==> config.mk <==
export PLATFORM = sky130hd
export DESIGN_NAME = igrp_update_parser
export DESIGN_NICKNAME = d
export VERILOG_FILES = /design/src/rtl/core/igrp_pkg.sv /design/src/rtl/core/igrp_div.sv /design/src/rtl/core/igrp_dp.sv /design/src/rtl/core/igrp_ctrl.sv /design/src/rtl/core/igrp_update_parser.sv
export SDC_FILE = /design/constraint.sdc
export NUM_CORES = 1
export LEC_CHECK = 0
export BUFFER_PORTS_ARGS = -buffer_cell sky130_fd_sc_hd__clkbuf_2
export CORE_AREA = 8 8 224 226
export DETAILED_ROUTE_END_ITERATION = 10
export DIE_AREA = 0 0 232 234
export PLACE_DENSITY = 0.88
export SLEW_MARGIN = 20
export SYNTH_ARGS = -nofsm -noshare
export SYNTH_HDL_FRONTEND = slang
export SYNTH_SLANG_ARGS = --single-unit
==> constraint.sdc <==
create_clock -name clk -period 12.1 [get_ports clk]
set_input_delay 1.21 -clock clk [delete_from_list [all_inputs] [get_ports clk]]
set_output_delay 1.21 -clock clk [all_outputs]
set_load 0.005 [all_outputs]
==> src/rtl/core/igrp_pkg.sv <==
package igrp_pkg;
	localparam int unsigned HdrLen = 12;
	localparam int unsigned EntryLen = 14;
	localparam logic [23:0] UnreachDelay = 24'hFFFFFF;
	localparam logic [23:0] BwNumerator = 24'd10000000;
	localparam logic [15:0] DefaultMaxRoutes = 16'd50;
	localparam logic [3:0] OpcodeMask = 4'h0F;
	localparam int unsigned QuotWidth = 24;

	typedef enum logic [1:0] {
		KIND_HEADER = 2'd0,
		KIND_ROUTE = 2'd1,
		KIND_END = 2'd2
	} kind_t;

	typedef enum logic [2:0] {
		ST_COMPLETE = 3'd0,
		ST_SHORT = 3'd1,
		ST_BAD_OP = 3'd2,
		ST_CAPPED = 3'd3,
		ST_MISSING = 3'd4
	} status_t;

	typedef enum logic [2:0] {
		S_IDLE,
		S_DIVIDE,
		S_EMIT_MAIN,
		S_EMIT_END
	} state_t;

	// Commands from the controller to the datapath.
	typedef struct packed {
		logic take_byte;
		logic div_start;
		logic load_main;
		logic load_end;
	} cmd_t;

	// Status from the datapath to the controller.
	typedef struct packed {
		logic main_rec;
		logic need_div;
		logic is_last;
		logic div_done;
	} sts_t;
endpackage

==> src/rtl/core/igrp_div.sv <==
// Restoring divider, one quotient bit per cycle.
module igrp_div (
	input logic clk,
	input logic arst_n,
	input logic start,
	input logic [23:0] divisor,
	output logic done,
	output logic [23:0] quotient
);
	import igrp_pkg::*;

	logic [23:0] rem_q;
	logic [23:0] quot_q;
	logic [23:0] dvs_q;
	logic [4:0] cnt_q;
	logic busy_q;
	logic [24:0] trial;

	// Shift in the next numerator bit and try a subtract.
	always_comb begin
		trial = {rem_q, quot_q[23]} - {1'b0, dvs_q};
	end

	always_ff @(posedge clk or negedge arst_n) begin
		if (!arst_n) begin
			busy_q <= 1'b0;
			cnt_q <= '0;
		end else if (start) begin
			busy_q <= 1'b1;
			cnt_q <= 5'(QuotWidth);
		end else if (busy_q) begin
			cnt_q <= cnt_q - 5'd1;
			if (cnt_q == 5'd1) begin
				busy_q <= 1'b0;
			end
		end
	end

	always_ff @(posedge clk) begin
		if (start) begin
			rem_q <= '0;
			quot_q <= BwNumerator;
			dvs_q <= divisor;
		end else if (busy_q) begin
			if (!trial[24]) begin
				rem_q <= trial[23:0];
				quot_q <= {quot_q[22:0], 1'b1};
			end else begin
				rem_q <= {rem_q[22:0], quot_q[23]};
				quot_q <= {quot_q[22:0], 1'b0};
			end
		end
	end

	assign done = busy_q && (cnt_q == 5'd1);
	assign quotient = quot_q;
endmodule

==> src/rtl/core/igrp_dp.sv <==
// Parser datapath: byte storage, counters and output record register.
module igrp_dp (
	input logic clk,
	input logic arst_n,
	input igrp_pkg::cmd_t cmd,
	output igrp_pkg::sts_t sts,
	input logic cfg_we,
	input logic [15:0] cfg_data,
	input logic [7:0] payload_byte,
	input logic [31:0] source_address,
	input logic last_byte,
	output logic [1:0] record_kind,
	output logic [1:0] route_class,
	output logic [31:0] address,
	output logic [27:0] delay_us,
	output logic unreachable,
	output logic [23:0] bandwidth,
	output logic [15:0] mtu,
	output logic [7:0] reliability,
	output logic [7:0] load,
	output logic [7:0] hops,
	output logic [2:0] status,
	output logic last_result
);
	import igrp_pkg::*;

	logic [15:0] max_routes_q;
	logic [3:0] hpos_q;
	logic [3:0] epos_q;
	logic op_bad_q;
	logic [7:0] hdr_q [11];
	logic [7:0] ent_q [13];
	logic [15:0] int_rem_q;
	logic [15:0] sys_rem_q;
	logic [15:0] ext_rem_q;
	logic [17:0] decl_q;
	logic [17:0] dec_q;
	// Captured word and pending route.
	logic [7:0] byte_q;
	logic [31:0] src_q;
	logic last_q;
	logic route_q;
	logic [1:0] cls_q;
	logic [31:0] addr_q;
	logic [23:0] delay_q;
	logic [23:0] bw_q;
	// Decoded status of the arriving word.
	logic in_hdr;
	logic hdr_done;
	logic route_done;
	logic [17:0] limit;
	logic [3:0] op_nib;
	logic div_done;
	logic [23:0] quot;

	// The divider starts in the same cycle the last entry byte is taken, so it
	// reads the raw bandwidth straight from the entry store.
	igrp_div u_div (
		.clk(clk),
		.arst_n(arst_n),
		.start(cmd.div_start),
		.divisor({ent_q[6], ent_q[7], ent_q[8]}),
		.done(div_done),
		.quotient(quot)
	);

	// Classify the arriving word against the current state.
	always_comb begin
		in_hdr = hpos_q < 4'(HdrLen);
		hdr_done = in_hdr && (hpos_q == 4'(HdrLen - 1)) && !op_bad_q;
		limit = (decl_q < {2'b0, max_routes_q}) ? decl_q : {2'b0, max_routes_q};
		route_done = !in_hdr && !op_bad_q && (epos_q == 4'(EntryLen - 1)) && (dec_q < limit);
		op_nib = payload_byte[3:0] & OpcodeMask;
	end

	assign sts.main_rec = hdr_done || route_done;
	assign sts.need_div = route_done && ({ent_q[6], ent_q[7], ent_q[8]} != 24'd0);
	assign sts.is_last = last_byte;
	assign sts.div_done = div_done;

	// Configuration register.
	always_ff @(posedge clk or negedge arst_n) begin
		if (!arst_n) begin
			max_routes_q <= DefaultMaxRoutes;
		end else if (cfg_we) begin
			max_routes_q <= cfg_data;
		end
	end

	// Packet state updated when a word is taken, cleared after the end record.
	always_ff @(posedge clk or negedge arst_n) begin
		if (!arst_n) begin
			hpos_q <= '0;
			epos_q <= '0;
			op_bad_q <= 1'b0;
			int_rem_q <= '0;
			sys_rem_q <= '0;
			ext_rem_q <= '0;
			decl_q <= '0;
			dec_q <= '0;
		end else if (cmd.load_end) begin
			hpos_q <= '0;
			epos_q <= '0;
			op_bad_q <= 1'b0;
			int_rem_q <= '0;
			sys_rem_q <= '0;
			ext_rem_q <= '0;
			decl_q <= '0;
			dec_q <= '0;
		end else if (cmd.take_byte) begin
			if (in_hdr) begin
				if (hpos_q == 4'd0) begin
					op_bad_q <= (op_nib != 4'd1) && (op_nib != 4'd2);
				end
				if (hpos_q == 4'(HdrLen - 1)) begin
					int_rem_q <= {hdr_q[4], hdr_q[5]};
					sys_rem_q <= {hdr_q[6], hdr_q[7]};
					ext_rem_q <= {hdr_q[8], hdr_q[9]};
					decl_q <= 18'({hdr_q[4], hdr_q[5]}) + 18'({hdr_q[6], hdr_q[7]})
						+ 18'({hdr_q[8], hdr_q[9]});
					dec_q <= '0;
					epos_q <= '0;
				end
				hpos_q <= hpos_q + 4'd1;
			end else if (!op_bad_q) begin
				if (epos_q < 4'(EntryLen - 1)) begin
					epos_q <= epos_q + 4'd1;
				end else begin
					epos_q <= '0;
					if (dec_q < limit) begin
						dec_q <= dec_q + 18'd1;
						if (int_rem_q != 16'd0) begin
							int_rem_q <= int_rem_q - 16'd1;
						end else if (sys_rem_q != 16'd0) begin
							sys_rem_q <= sys_rem_q - 16'd1;
						end else if (ext_rem_q != 16'd0) begin
							ext_rem_q <= ext_rem_q - 16'd1;
						end
					end
				end
			end
		end
	end

	// Byte stores and the captured route fields.
	always_ff @(posedge clk) begin
		if (cmd.take_byte) begin
			byte_q <= payload_byte;
			src_q <= source_address;
			last_q <= last_byte;
			route_q <= route_done;
			if (in_hdr && (hpos_q < 4'(HdrLen - 1))) begin
				hdr_q[hpos_q] <= payload_byte;
			end
			if (!in_hdr && !op_bad_q && (epos_q < 4'(EntryLen - 1))) begin
				ent_q[epos_q] <= payload_byte;
			end
			if (int_rem_q != 16'd0) begin
				cls_q <= 2'd0;
				addr_q <= {source_address[31:24], ent_q[0], ent_q[1], ent_q[2]};
			end else begin
				cls_q <= (sys_rem_q != 16'd0) ? 2'd1 : 2'd2;
				addr_q <= {ent_q[0], ent_q[1], ent_q[2], 8'd0};
			end
			delay_q <= {ent_q[3], ent_q[4], ent_q[5]};
			bw_q <= {ent_q[6], ent_q[7], ent_q[8]};
		end
	end

	// Output record register.
	always_ff @(posedge clk) begin
		if (cmd.load_main) begin
			route_class <= '0;
			address <= '0;
			delay_us <= '0;
			unreachable <= 1'b0;
			bandwidth <= '0;
			reliability <= '0;
			load <= '0;
			hops <= '0;
			status <= '0;
			last_result <= !last_q;
			if (route_q) begin
				record_kind <= KIND_ROUTE;
				route_class <= cls_q;
				address <= addr_q;
				unreachable <= delay_q == UnreachDelay;
				delay_us <= (delay_q == UnreachDelay) ? 28'd0
					: 28'({4'd0, delay_q} * 28'd10);
				bandwidth <= (bw_q != 24'd0) ? quot : 24'd0;
				mtu <= {ent_q[9], ent_q[10]};
				reliability <= ent_q[11];
				load <= ent_q[12];
				hops <= byte_q;
			end else begin
				record_kind <= KIND_HEADER;
				address <= {hdr_q[0][3:0], hdr_q[0][7:4], hdr_q[1], hdr_q[2], hdr_q[3]};
				mtu <= {hdr_q[10], byte_q};
			end
		end else if (cmd.load_end) begin
			record_kind <= KIND_END;
			route_class <= '0;
			address <= '0;
			delay_us <= '0;
			unreachable <= 1'b0;
			bandwidth <= '0;
			mtu <= '0;
			reliability <= '0;
			load <= '0;
			hops <= '0;
			last_result <= 1'b1;
			if (hpos_q < 4'(HdrLen)) begin
				status <= ST_SHORT;
			end else if (op_bad_q) begin
				status <= ST_BAD_OP;
			end else if (decl_q > {2'b0, max_routes_q}) begin
				status <= ST_CAPPED;
			end else if (dec_q < decl_q) begin
				status <= ST_MISSING;
			end else begin
				status <= ST_COMPLETE;
			end
		end
	end
endmodule

==> src/rtl/core/igrp_ctrl.sv <==
// Parser controller: sequences word intake, division and record output.
module igrp_ctrl (
	input logic clk,
	input logic arst_n,
	input logic in_valid,
	output logic in_ready,
	output logic out_valid,
	input logic out_ready,
	input igrp_pkg::sts_t sts,
	output igrp_pkg::cmd_t cmd
);
	import igrp_pkg::*;

	state_t state_q;
	state_t state_d;
	logic ov_q;
	logic end_pend_q;
	logic out_free;
	logic take;

	assign out_free = !ov_q || out_ready;
	assign take = (state_q == S_IDLE) && !end_pend_q && in_valid;

	// Next state.
	always_comb begin
		state_d = state_q;
		unique case (state_q)
			S_IDLE: begin
				if (take && sts.need_div) begin
					state_d = S_DIVIDE;
				end else if (take && sts.main_rec) begin
					state_d = S_EMIT_MAIN;
				end else if (take && sts.is_last) begin
					state_d = S_EMIT_END;
				end
			end
			S_DIVIDE: begin
				if (sts.div_done) begin
					state_d = S_EMIT_MAIN;
				end
			end
			S_EMIT_MAIN: begin
				if (out_free) begin
					state_d = end_pend_q ? S_EMIT_END : S_IDLE;
				end
			end
			S_EMIT_END: begin
				if (out_free) begin
					state_d = S_IDLE;
				end
			end
			default: state_d = S_IDLE;
		endcase
	end

	// Outputs.
	always_comb begin
		in_ready = (state_q == S_IDLE) && !end_pend_q;
		cmd = '0;
		unique case (state_q)
			S_IDLE: begin
				cmd.take_byte = take;
				cmd.div_start = take && sts.need_div;
			end
			S_EMIT_MAIN: cmd.load_main = out_free;
			S_EMIT_END: cmd.load_end = out_free;
			default: cmd = '0;
		endcase
	end

	always_ff @(posedge clk or negedge arst_n) begin
		if (!arst_n) begin
			state_q <= S_IDLE;
			ov_q <= 1'b0;
			end_pend_q <= 1'b0;
		end else begin
			state_q <= state_d;
			if (cmd.load_main || cmd.load_end) begin
				ov_q <= 1'b1;
			end else if (out_ready) begin
				ov_q <= 1'b0;
			end
			if (take) begin
				end_pend_q <= sts.is_last && sts.main_rec;
			end else if (cmd.load_main) begin
				end_pend_q <= end_pend_q;
			end else if (cmd.load_end) begin
				end_pend_q <= 1'b0;
			end
		end
	end

	assign out_valid = ov_q;
endmodule

==> src/rtl/core/igrp_update_parser.sv <==
// IGRP update parser. Payload bytes are taken one word at a time with the
// source address; records leave through a one-deep output register. A byte
// that yields no record is only stored; a header or route record also loads
// the output register, and a last byte also yields an end record, after any
// header or route record. A route with nonzero bandwidth first runs the
// restoring divider, one quotient bit per cycle, for its 14-byte route entry.
module igrp_update_parser (
	input logic clk,
	input logic arst_n,
	input logic cfg_we,
	input logic [15:0] cfg_data,
	input logic in_valid,
	output logic in_ready,
	input logic [7:0] payload_byte,
	input logic [31:0] source_address,
	input logic last_byte,
	output logic out_valid,
	input logic out_ready,
	output logic [1:0] record_kind,
	output logic [1:0] route_class,
	output logic [31:0] address,
	output logic [27:0] delay_us,
	output logic unreachable,
	output logic [23:0] bandwidth,
	output logic [15:0] mtu,
	output logic [7:0] reliability,
	output logic [7:0] load,
	output logic [7:0] hops,
	output logic [2:0] status,
	output logic last_result
);
	import igrp_pkg::*;

	cmd_t cmd;
	sts_t sts;

	igrp_ctrl u_ctrl (
		.clk(clk),
		.arst_n(arst_n),
		.in_valid(in_valid),
		.in_ready(in_ready),
		.out_valid(out_valid),
		.out_ready(out_ready),
		.sts(sts),
		.cmd(cmd)
	);

	igrp_dp u_dp (
		.clk(clk),
		.arst_n(arst_n),
		.cmd(cmd),
		.sts(sts),
		.cfg_we(cfg_we),
		.cfg_data(cfg_data),
		.payload_byte(payload_byte),
		.source_address(source_address),
		.last_byte(last_byte),
		.record_kind(record_kind),
		.route_class(route_class),
		.address(address),
		.delay_us(delay_us),
		.unreachable(unreachable),
		.bandwidth(bandwidth),
		.mtu(mtu),
		.reliability(reliability),
		.load(load),
		.hops(hops),
		.status(status),
		.last_result(last_result)
	);
endmodule

Yosys cells after proc, flatten, opt, wreduce, memory -nomap -nowiden
Memories as Yosys holds them, arrays and structs flattened. A register that Yosys moved wholly into a read port is not among the register bits.
Cells that the tools add are included.
- memories kept: 2
- bits in writable memories: 192
- bits in registers: 377
- memory list (name ; depth ; width ; read ports ; clocked after memory_dff ; wr ports ; line ; source):
    u_dp.ent_q ; 13 ; 8 ; 13 ; 3 ; 1 ; igrp_dp.sv:32 ; logic [7:0] ent_q [13];
    u_dp.hdr_q ; 11 ; 8 ; 11 ; 0 ; 1 ; igrp_dp.sv:31 ; logic [7:0] hdr_q [11];
- mux-type cells: 108
- reduce and logical (&&, ||, !) cells: 50
- eq/ne operators: 18
- multiply operators: 1
- $add $sub $neg: 9
- $lt $le $gt $ge: 7
- operator list (kind ; count):
    two-way mux 16 bit ; 20
    two-way mux 18 bit ; 12
    two-way mux 32 bit ; 4
    two-way mux 24 bit ; 5
    two-way mux 28 bit ; 4
    two-way mux 8 bit ; 7
    nonzero test 24 bit ; 2
    < comparator 18 bit ; 2
    two-way mux 4 bit ; 9
    nonzero test 16 bit ; 2
    subtractor 16 x 1 -> 16 bit (second input constant) ; 2
    two-way mux 3 bit ; 10
    multiplier 24 x 3 -> 27 bit (second input constant) ; 1
    two-way mux 1 bit ; 26
    subtractor 25 x 24 -> 25 bit ; 1
    equality test 24 bit (second input constant) ; 1
    adder 18 x 1 -> 18 bit (second input constant) ; 1
    adder 18 x 16 -> 18 bit ; 1
    greater-than comparator 18 x 16 -> 1 bit ; 1
    < comparator 18 x 16 -> 1 bit ; 1
    adder 16 x 16 -> 17 bit ; 1
    logical AND 1 bit ; 16
    two-way mux 2 bit ; 8
    nonzero test 2 bit ; 8
    other kinds (26) ; 48

Longest topological paths before layout
- depth in word-level cells: 10
- depth in mapped cells: 23
- gate-level depth less buffers: 20

Modules after synthesis
A second synthesis with hierarchy kept.
- cell total of the unflattened synthesis: 2216
- area, all modules: 27385.0 um^2
- modules (own cells, without submodules) (module ; times used ; cells an instance ; area an instance (um^2)):
    igrp_dp ; 1 ; 1714 ; 22764.3
    igrp_div ; 1 ; 471 ; 4336.7
    igrp_ctrl ; 1 ; 31 ; 284.0

Worst setup path after synthesis
Ideal clock, no wire load.
- kind: input-to-reg
- start: input port out_ready
- end: register u_dp.sys_rem_q[9]
- arrival: 5.825 ns
- stages on the path: 12
- required time: 12.023 ns
- slack: 6.198 ns
- cell sequence: nand2b_1 > nand2_1 > inv_1 > nand2_1 > o21ai_1 > and2b_1 > o21a_1 > buf_4 > a21oi_2 > or2_4 > buf_6 > o21ai_1
- word-level cells in the longest chain between the ends: 4
- elaborated cells on any way between the ends: 11
- RTL lines (element ; line ; source):
    from (decl) ; igrp_update_parser.sv:18 ; input logic out_ready,
    logical OR 1 bit * ; igrp_ctrl.sv:21 ; assign out_free = !ov_q || out_ready;
    two-way mux 1 bit * ; igrp_ctrl.sv:60 ; unique case (state_q)
    inequality test 3 x 2 -> 1 bit (no line), or another cell as far along ; -- ;
    AND reduction 7 bit (no line) ; -- ;
    to (signal assigned) ; igrp_dp.sv:117 ; sys_rem_q <= {hdr_q[6], hdr_q[7]};
    to (signal assigned) ; igrp_dp.sv:135 ; sys_rem_q <= sys_rem_q - 16'd1;
    to (decl) ; igrp_dp.sv:34 ; logic [15:0] sys_rem_q;
Mark *: on every way between the ends. The rest lies on a longest branch, timed or not.
A chain may end at the register's enable or synchronous reset.

Final worst setup path
- start: register u_dp.max_routes_q[4]
- end: register u_dp.int_rem_q[2]
- word-level cells in the longest chain between the ends: 5
- RTL lines (element ; line ; source):
    from (decl) ; igrp_dp.sv:27 ; logic [15:0] max_routes_q;
    from (signal assigned) ; igrp_dp.sv:84 ; max_routes_q <= DefaultMaxRoutes;
    from (signal assigned) ; igrp_dp.sv:86 ; max_routes_q <= cfg_data;
    < comparator 18 x 16 -> 1 bit ; igrp_dp.sv:71 ; limit = (decl_q < {2'b0, max_routes_q}) ? decl_q : {2'b0, max_routes_q};
    two-way mux 18 bit * ; igrp_dp.sv:71 ;
    < comparator 18 bit * ; igrp_dp.sv:130 ; if (dec_q < limit) begin
    nonzero test 3 bit (no line) * ; -- ;
    AND reduction 6 bit (no line) * ; -- ;
    to (signal assigned) ; igrp_dp.sv:116 ; int_rem_q <= {hdr_q[4], hdr_q[5]};
    to (signal assigned) ; igrp_dp.sv:133 ; int_rem_q <= int_rem_q - 16'd1;
    to (decl) ; igrp_dp.sv:33 ; logic [15:0] int_rem_q;
Marked as above.

==> impl.org <==
** Finish
- Layout cell share with drive strength beyond 1 :: 13.07%
- Filler Cell Count :: 3,250
- Total number of nets in the final design :: 2,661
- Compared with the post-synthesis result, the final layout area differs by 12.14%.
- Antenna diodes :: 0
- Multi-input logic area :: 10,080 um2
- Sequential cell area in the final layout :: 16,730 um2

** Clocking
- Number of setup buffers added after CTS :: 0
- Post-CTS repair changed the size of 0 cells.
- Clock-pin slew was measured on the worst setup and hold paths at 60 ps.
- Clk sinks :: 591
- Deepest level of the CTS H-tree :: 2
- The tree is rooted in a sky130_fd_sc_hd__clkbuf_16.
- Clock insertion delay at the later pin of the skew report :: 620 ps
- The clock passes through at most 3 buffers.
- TritonCTS built the clock tree.
- Hold repair after CTS inserted 0 buffers.
- In this run, CTS created clock tree buffers numbering 56.

** Routing
- In this run the remaining antenna-violating nets after routing total 0.
- In the routed design, unresolved DRC markers number 0.
- Dividing the detail-routed wire length by the instance count gives 20.48 um.
- The final layout contains routed wiring with a total length of 63.36 mm.
- TritonRoute pass-1 iters :: 6
- For this block, the initial DRC count from the detailed router was 1,772.
- After detailed routing, the number of vias per cell comes to 6.088.
- Total number of vias :: 18,836

** Timing
- Worst Setup Slack, final :: 6371 ps
- RSZ-0062 raised after global routing :: false
- At the pin with the least slew margin, the transition time is 1048 ps.
- The final count of pins violating max slew is 0.
- Highest Clock Rate :: 174.5 MHz
- Min cycle time layout :: 5729 ps
- In the finished design, the share of the clock period the worst path needs comes to 47.35%.
- Setup violations remaining at the end of the flow were counted as 0.
- Setup Skew :: 23.63 ps
- Setup total negative slack :: 0 ps
- Final number of hold-violating endpoints :: 0
- The tightest hold path in the finished design has a slack of 420.1 ps.
- Headroom to the max-slew limit came out at 29.95%.

** Floorplanning
- Core outline area :: 46,840 um2
- For this configuration, the core starts out at a cell density of 58.77%.
- Number of rows in the core area :: 80
- Num ports :: 197
- The die covers 54,290 um2.
- Floorplan die width :: 232 um
- In this run the vertical extent of the chip is 234 um.

** Synthesis
- Number of standard cells after synthesis :: 2,269
- Synthesized flop and latch total :: 591
- FFs w/ async S/R, synth :: 17.43%
- Synth Cell Area :: 27,530 um2
- Yosys printed 0 warnings.
- sky130_fd_sc_hd__edfxtp_1 is the most common cell in the netlist.
- The biggest area contributor in the post-synthesis netlist is sky130_fd_sc_hd__edfxtp_1.
- Yosys mapped the design onto 83 distinct sky130hd cell types.
- Proportion of synthesized chip area in sequential cells :: 60.75%
- Yosys mapped a number of flops with a built-in enable equal to 437.
- Sorting the synthesized cells by area gives the leading types as sky130_fd_sc_hd__edfxtp_1 48%, sky130_fd_sc_hd__dfrtp_1 9.1%, sky130_fd_sc_hd__ha_1 7.5%.
- The synthesized design devotes to its leading area cell type 47.66% of total area.
- Among all flip-flop cells after synthesis, the most frequent one is sky130_fd_sc_hd__edfxtp_1.
- Synth cell count leaders :: 437 x sky130_fd_sc_hd__edfxtp_1, 239 x sky130_fd_sc_hd__nor2_1, 164 x sky130_fd_sc_hd__ha_1
- Syn Area/Cell :: 12.13 um2

** Power
- The design draws 5.744 mW.
- VDD IR max :: 124.2 uV
- Leak :: 12.44 nW
- Dividing total power by cell area gives a power density of 186.0 nW/um2.

** Flow run
- The tool flagged a number of max-cap violations equal to 0.

** Worst setup path
- The critical path goes through inv_1 -> ha_1 -> and3_1 -> nand4_1 -> a2bb2oi_1 -> a21oi_1 -> nor2b_2 -> buf_4 -> a21oi_1 -> ha_1 -> nand4_1 -> nor2_1 -> o211ai_1 -> a32oi_1 -> and2b_1 -> o21a_1 -> a21oi_2 -> or2_1 -> o21ai_0.
- Max FO, Critical Path :: 18
- For the worst setup path, the data required time is 12,570 ps.
- Total buffers and inverters traversed by the critical path :: 2
- Startpoint class of the critical path :: register
- The kind of cell with the highest combined delay along the critical path is compound AO/OA/AOI/OAI gates.
- On the critical path, the stage with the largest delay is an instance of sky130_fd_sc_hd__a21oi_2.
- Critical path type :: register to register
- Type of element capturing the critical path :: register
- Data arrival time of the worst path :: 6200 ps
- On the worst path, the slowest cell contributes a delay of 680 ps.

** GRT
- Number of antenna violations at the first check in global routing :: 1
- Global-route wire length before repair :: 99.71 mm
- The number of global-route vias before repair is 19,005.
- Entering global routing, the biggest net connects 78 pins.
- Total global routing track utilization :: 22.97%
- For this run the aggregate overflow at the end of global routing stands at 0.

** Placement
- Final GP Congestion :: 0.9188
- Buffers placed on the I/O ports in this run total 171.
- Placed wire-length estimate after detailed placement :: 42.59 mm
- Worst slack, placed :: 6454 ps

** Worst hold path
- Type of the worst min-delay path :: register to register

** Run status
- Status :: finished, final reports clean
## through the flow
step	cell area, um2	util (%)	instances
2_1_floorplan	27540	-	2270
3_3_place_gp	28950	61.81	2987
3_5_place_dp	28950	61.81	2987
4_1_cts	30840	65.84	3093
5_1_grt	30880	65.91	3094
6_report	30880	65.91	3094
## report_power, final
group | internal [mW] | switching, mW | total, mW | leakage [nW]
combinational | 0.430 | 0.803 | 1.23 | 5.70
sequential | 2.56 | 0.175 | 2.73 | 5.83
clock | 1.01 | 0.771 | 1.78 | 0.907
total | 3.99 | 1.75 | 5.74 | 12.4
## final timing paths
| path | cells after the start | slack, ps | end | startpoint |
|---|---|---|---|---|
| worst max register to register | 19 | 6370 | u_dp.int_rem_q[2] | u_dp.max_routes_q[4] |
| min in group asynchronous | 1 | 510 | u_dp.sys_rem_q[14] | arst_n |
| worst max-delay path | 19 | 6370 | u_dp.int_rem_q[2] | u_dp.max_routes_q[4] |
| worst min-delay path | 0 | 420 | u_dp.delay_q[8] | u_dp.ent_q[4][0] |
| max in group asynchronous | 3 | 10500 | u_dp.max_routes_q[4] | arst_n |
| worst min register to register | 0 | 420 | u_dp.delay_q[8] | u_dp.ent_q[4][0] |
## worst reg2reg max path: stages, from the launching register on
cell and delay (ps):
sky130_fd_sc_hd__dfstp_2 520, sky130_fd_sc_hd__inv_1 70, sky130_fd_sc_hd__ha_1 290, sky130_fd_sc_hd__and3_1 150, sky130_fd_sc_hd__nand4_1 130, sky130_fd_sc_hd__a2bb2oi_1 300
sky130_fd_sc_hd__a21oi_1 130, sky130_fd_sc_hd__nor2b_2 530, sky130_fd_sc_hd__buf_4 340, sky130_fd_sc_hd__a21oi_1 110, sky130_fd_sc_hd__ha_1 310, sky130_fd_sc_hd__nand4_1 90
sky130_fd_sc_hd__nor2_1 170, sky130_fd_sc_hd__o211ai_1 140, sky130_fd_sc_hd__a32oi_1 380, sky130_fd_sc_hd__and2b_1 250, sky130_fd_sc_hd__o21a_1 300, sky130_fd_sc_hd__a21oi_2 680
sky130_fd_sc_hd__or2_1 550, sky130_fd_sc_hd__o21ai_0 190
## logic make-up (layout without fill, tap and decap cells)
kind of cell	after synthesis	count (layout)	share of synthesized area [%]
simple gates	663	663	11.82
flops	591	591	60.75
compound gates	462	462	10.21
buf+inv	191	400	2.713
fa+ha+maj	168	168	7.744
mux	115	115	4.290
xor+xnor	77	77	2.449
other cells	2	3	0.02728
## routing by layer
layer / GRT usage, % / part of all wire, % / routed length (um) / vias up
met5: 0 / 0 / 0 / -
met4: 10.31 / 4.2 / 2654 / 0
met3: 4.451 / 7.3 / 4635 / 205
met2: 38.53 / 49 / 30970 / 819
met1: 28.84 / 40 / 25100 / 9153
li1: - / - / - / 8659
## area by class of cell
type                       instances  area share [%]
timing repair buffer             188           3.258
inverter                         106           1.305
sequential                       591           54.17
clock buffer                      72           4.928
multi-input combinational       1488           32.65
tap                              615           2.492
clock inverter                    34           1.195
## cells in the final DEF (no fill, tap or decap), types with 24 or more instances in the layout
cell | synthesis | final
sky130_fd_sc_hd__mux2_2 | 24 | 24
sky130_fd_sc_hd__a21o_1 | 31 | 31
sky130_fd_sc_hd__and2_1 | 52 | 52
sky130_fd_sc_hd__dfrtp_1 | 100 | 99
sky130_fd_sc_hd__and3_1 | 55 | 55
sky130_fd_sc_hd__inv_1 | 104 | 103
sky130_fd_sc_hd__xnor2_1 | 51 | 50
sky130_fd_sc_hd__clkbuf_2 | 0 | 170
sky130_fd_sc_hd__xor2_1 | 26 | 26
sky130_fd_sc_hd__nand3_1 | 40 | 40
sky130_fd_sc_hd__a21oi_1 | 135 | 135
sky130_fd_sc_hd__edfxtp_1 | 437 | 437
sky130_fd_sc_hd__clkbuf_16 | 0 | 56
sky130_fd_sc_hd__o21ai_0 | 123 | 123
sky130_fd_sc_hd__nand4_1 | 28 | 28
sky130_fd_sc_hd__nor4_1 | 29 | 29
sky130_fd_sc_hd__dfxtp_1 | 51 | 51
sky130_fd_sc_hd__nor2_1 | 239 | 238
sky130_fd_sc_hd__ha_1 | 164 | 164
sky130_fd_sc_hd__o21ai_1 | 34 | 34
sky130_fd_sc_hd__nor3_1 | 44 | 44
sky130_fd_sc_hd__mux2i_1 | 91 | 91
sky130_fd_sc_hd__nand2_1 | 100 | 99
## registers in the layout, summed over array words and instances (netlist names), 5 cells and up
| signal | flops |
|---|---|
| u_dp.addr_q | 32 |
| u_dp.address | 32 |
| u_dp.bandwidth | 24 |
| u_dp.bw_q | 24 |
| u_dp.byte_q | 8 |
| u_dp.dec_q | 18 |
| u_dp.decl_q | 18 |
| u_dp.delay_q | 24 |
| u_dp.delay_us | 27 |
| u_dp.ent_q | 104 |
| u_dp.hdr_q | 88 |
| u_dp.hops | 8 |
| u_dp.int_rem_q | 16 |
| u_dp.load | 8 |
| u_dp.max_routes_q | 16 |
| u_dp.mtu | 16 |
| u_dp.reliability | 8 |
| u_dp.sys_rem_q | 16 |
| u_dp.u_div.cnt_q | 5 |
| u_dp.u_div.dvs_q | 24 |
| u_dp.u_div.quotient | 24 |
| u_dp.u_div.rem_q | 24 |
No activity file was read; power rests on OpenSTA's default activity.
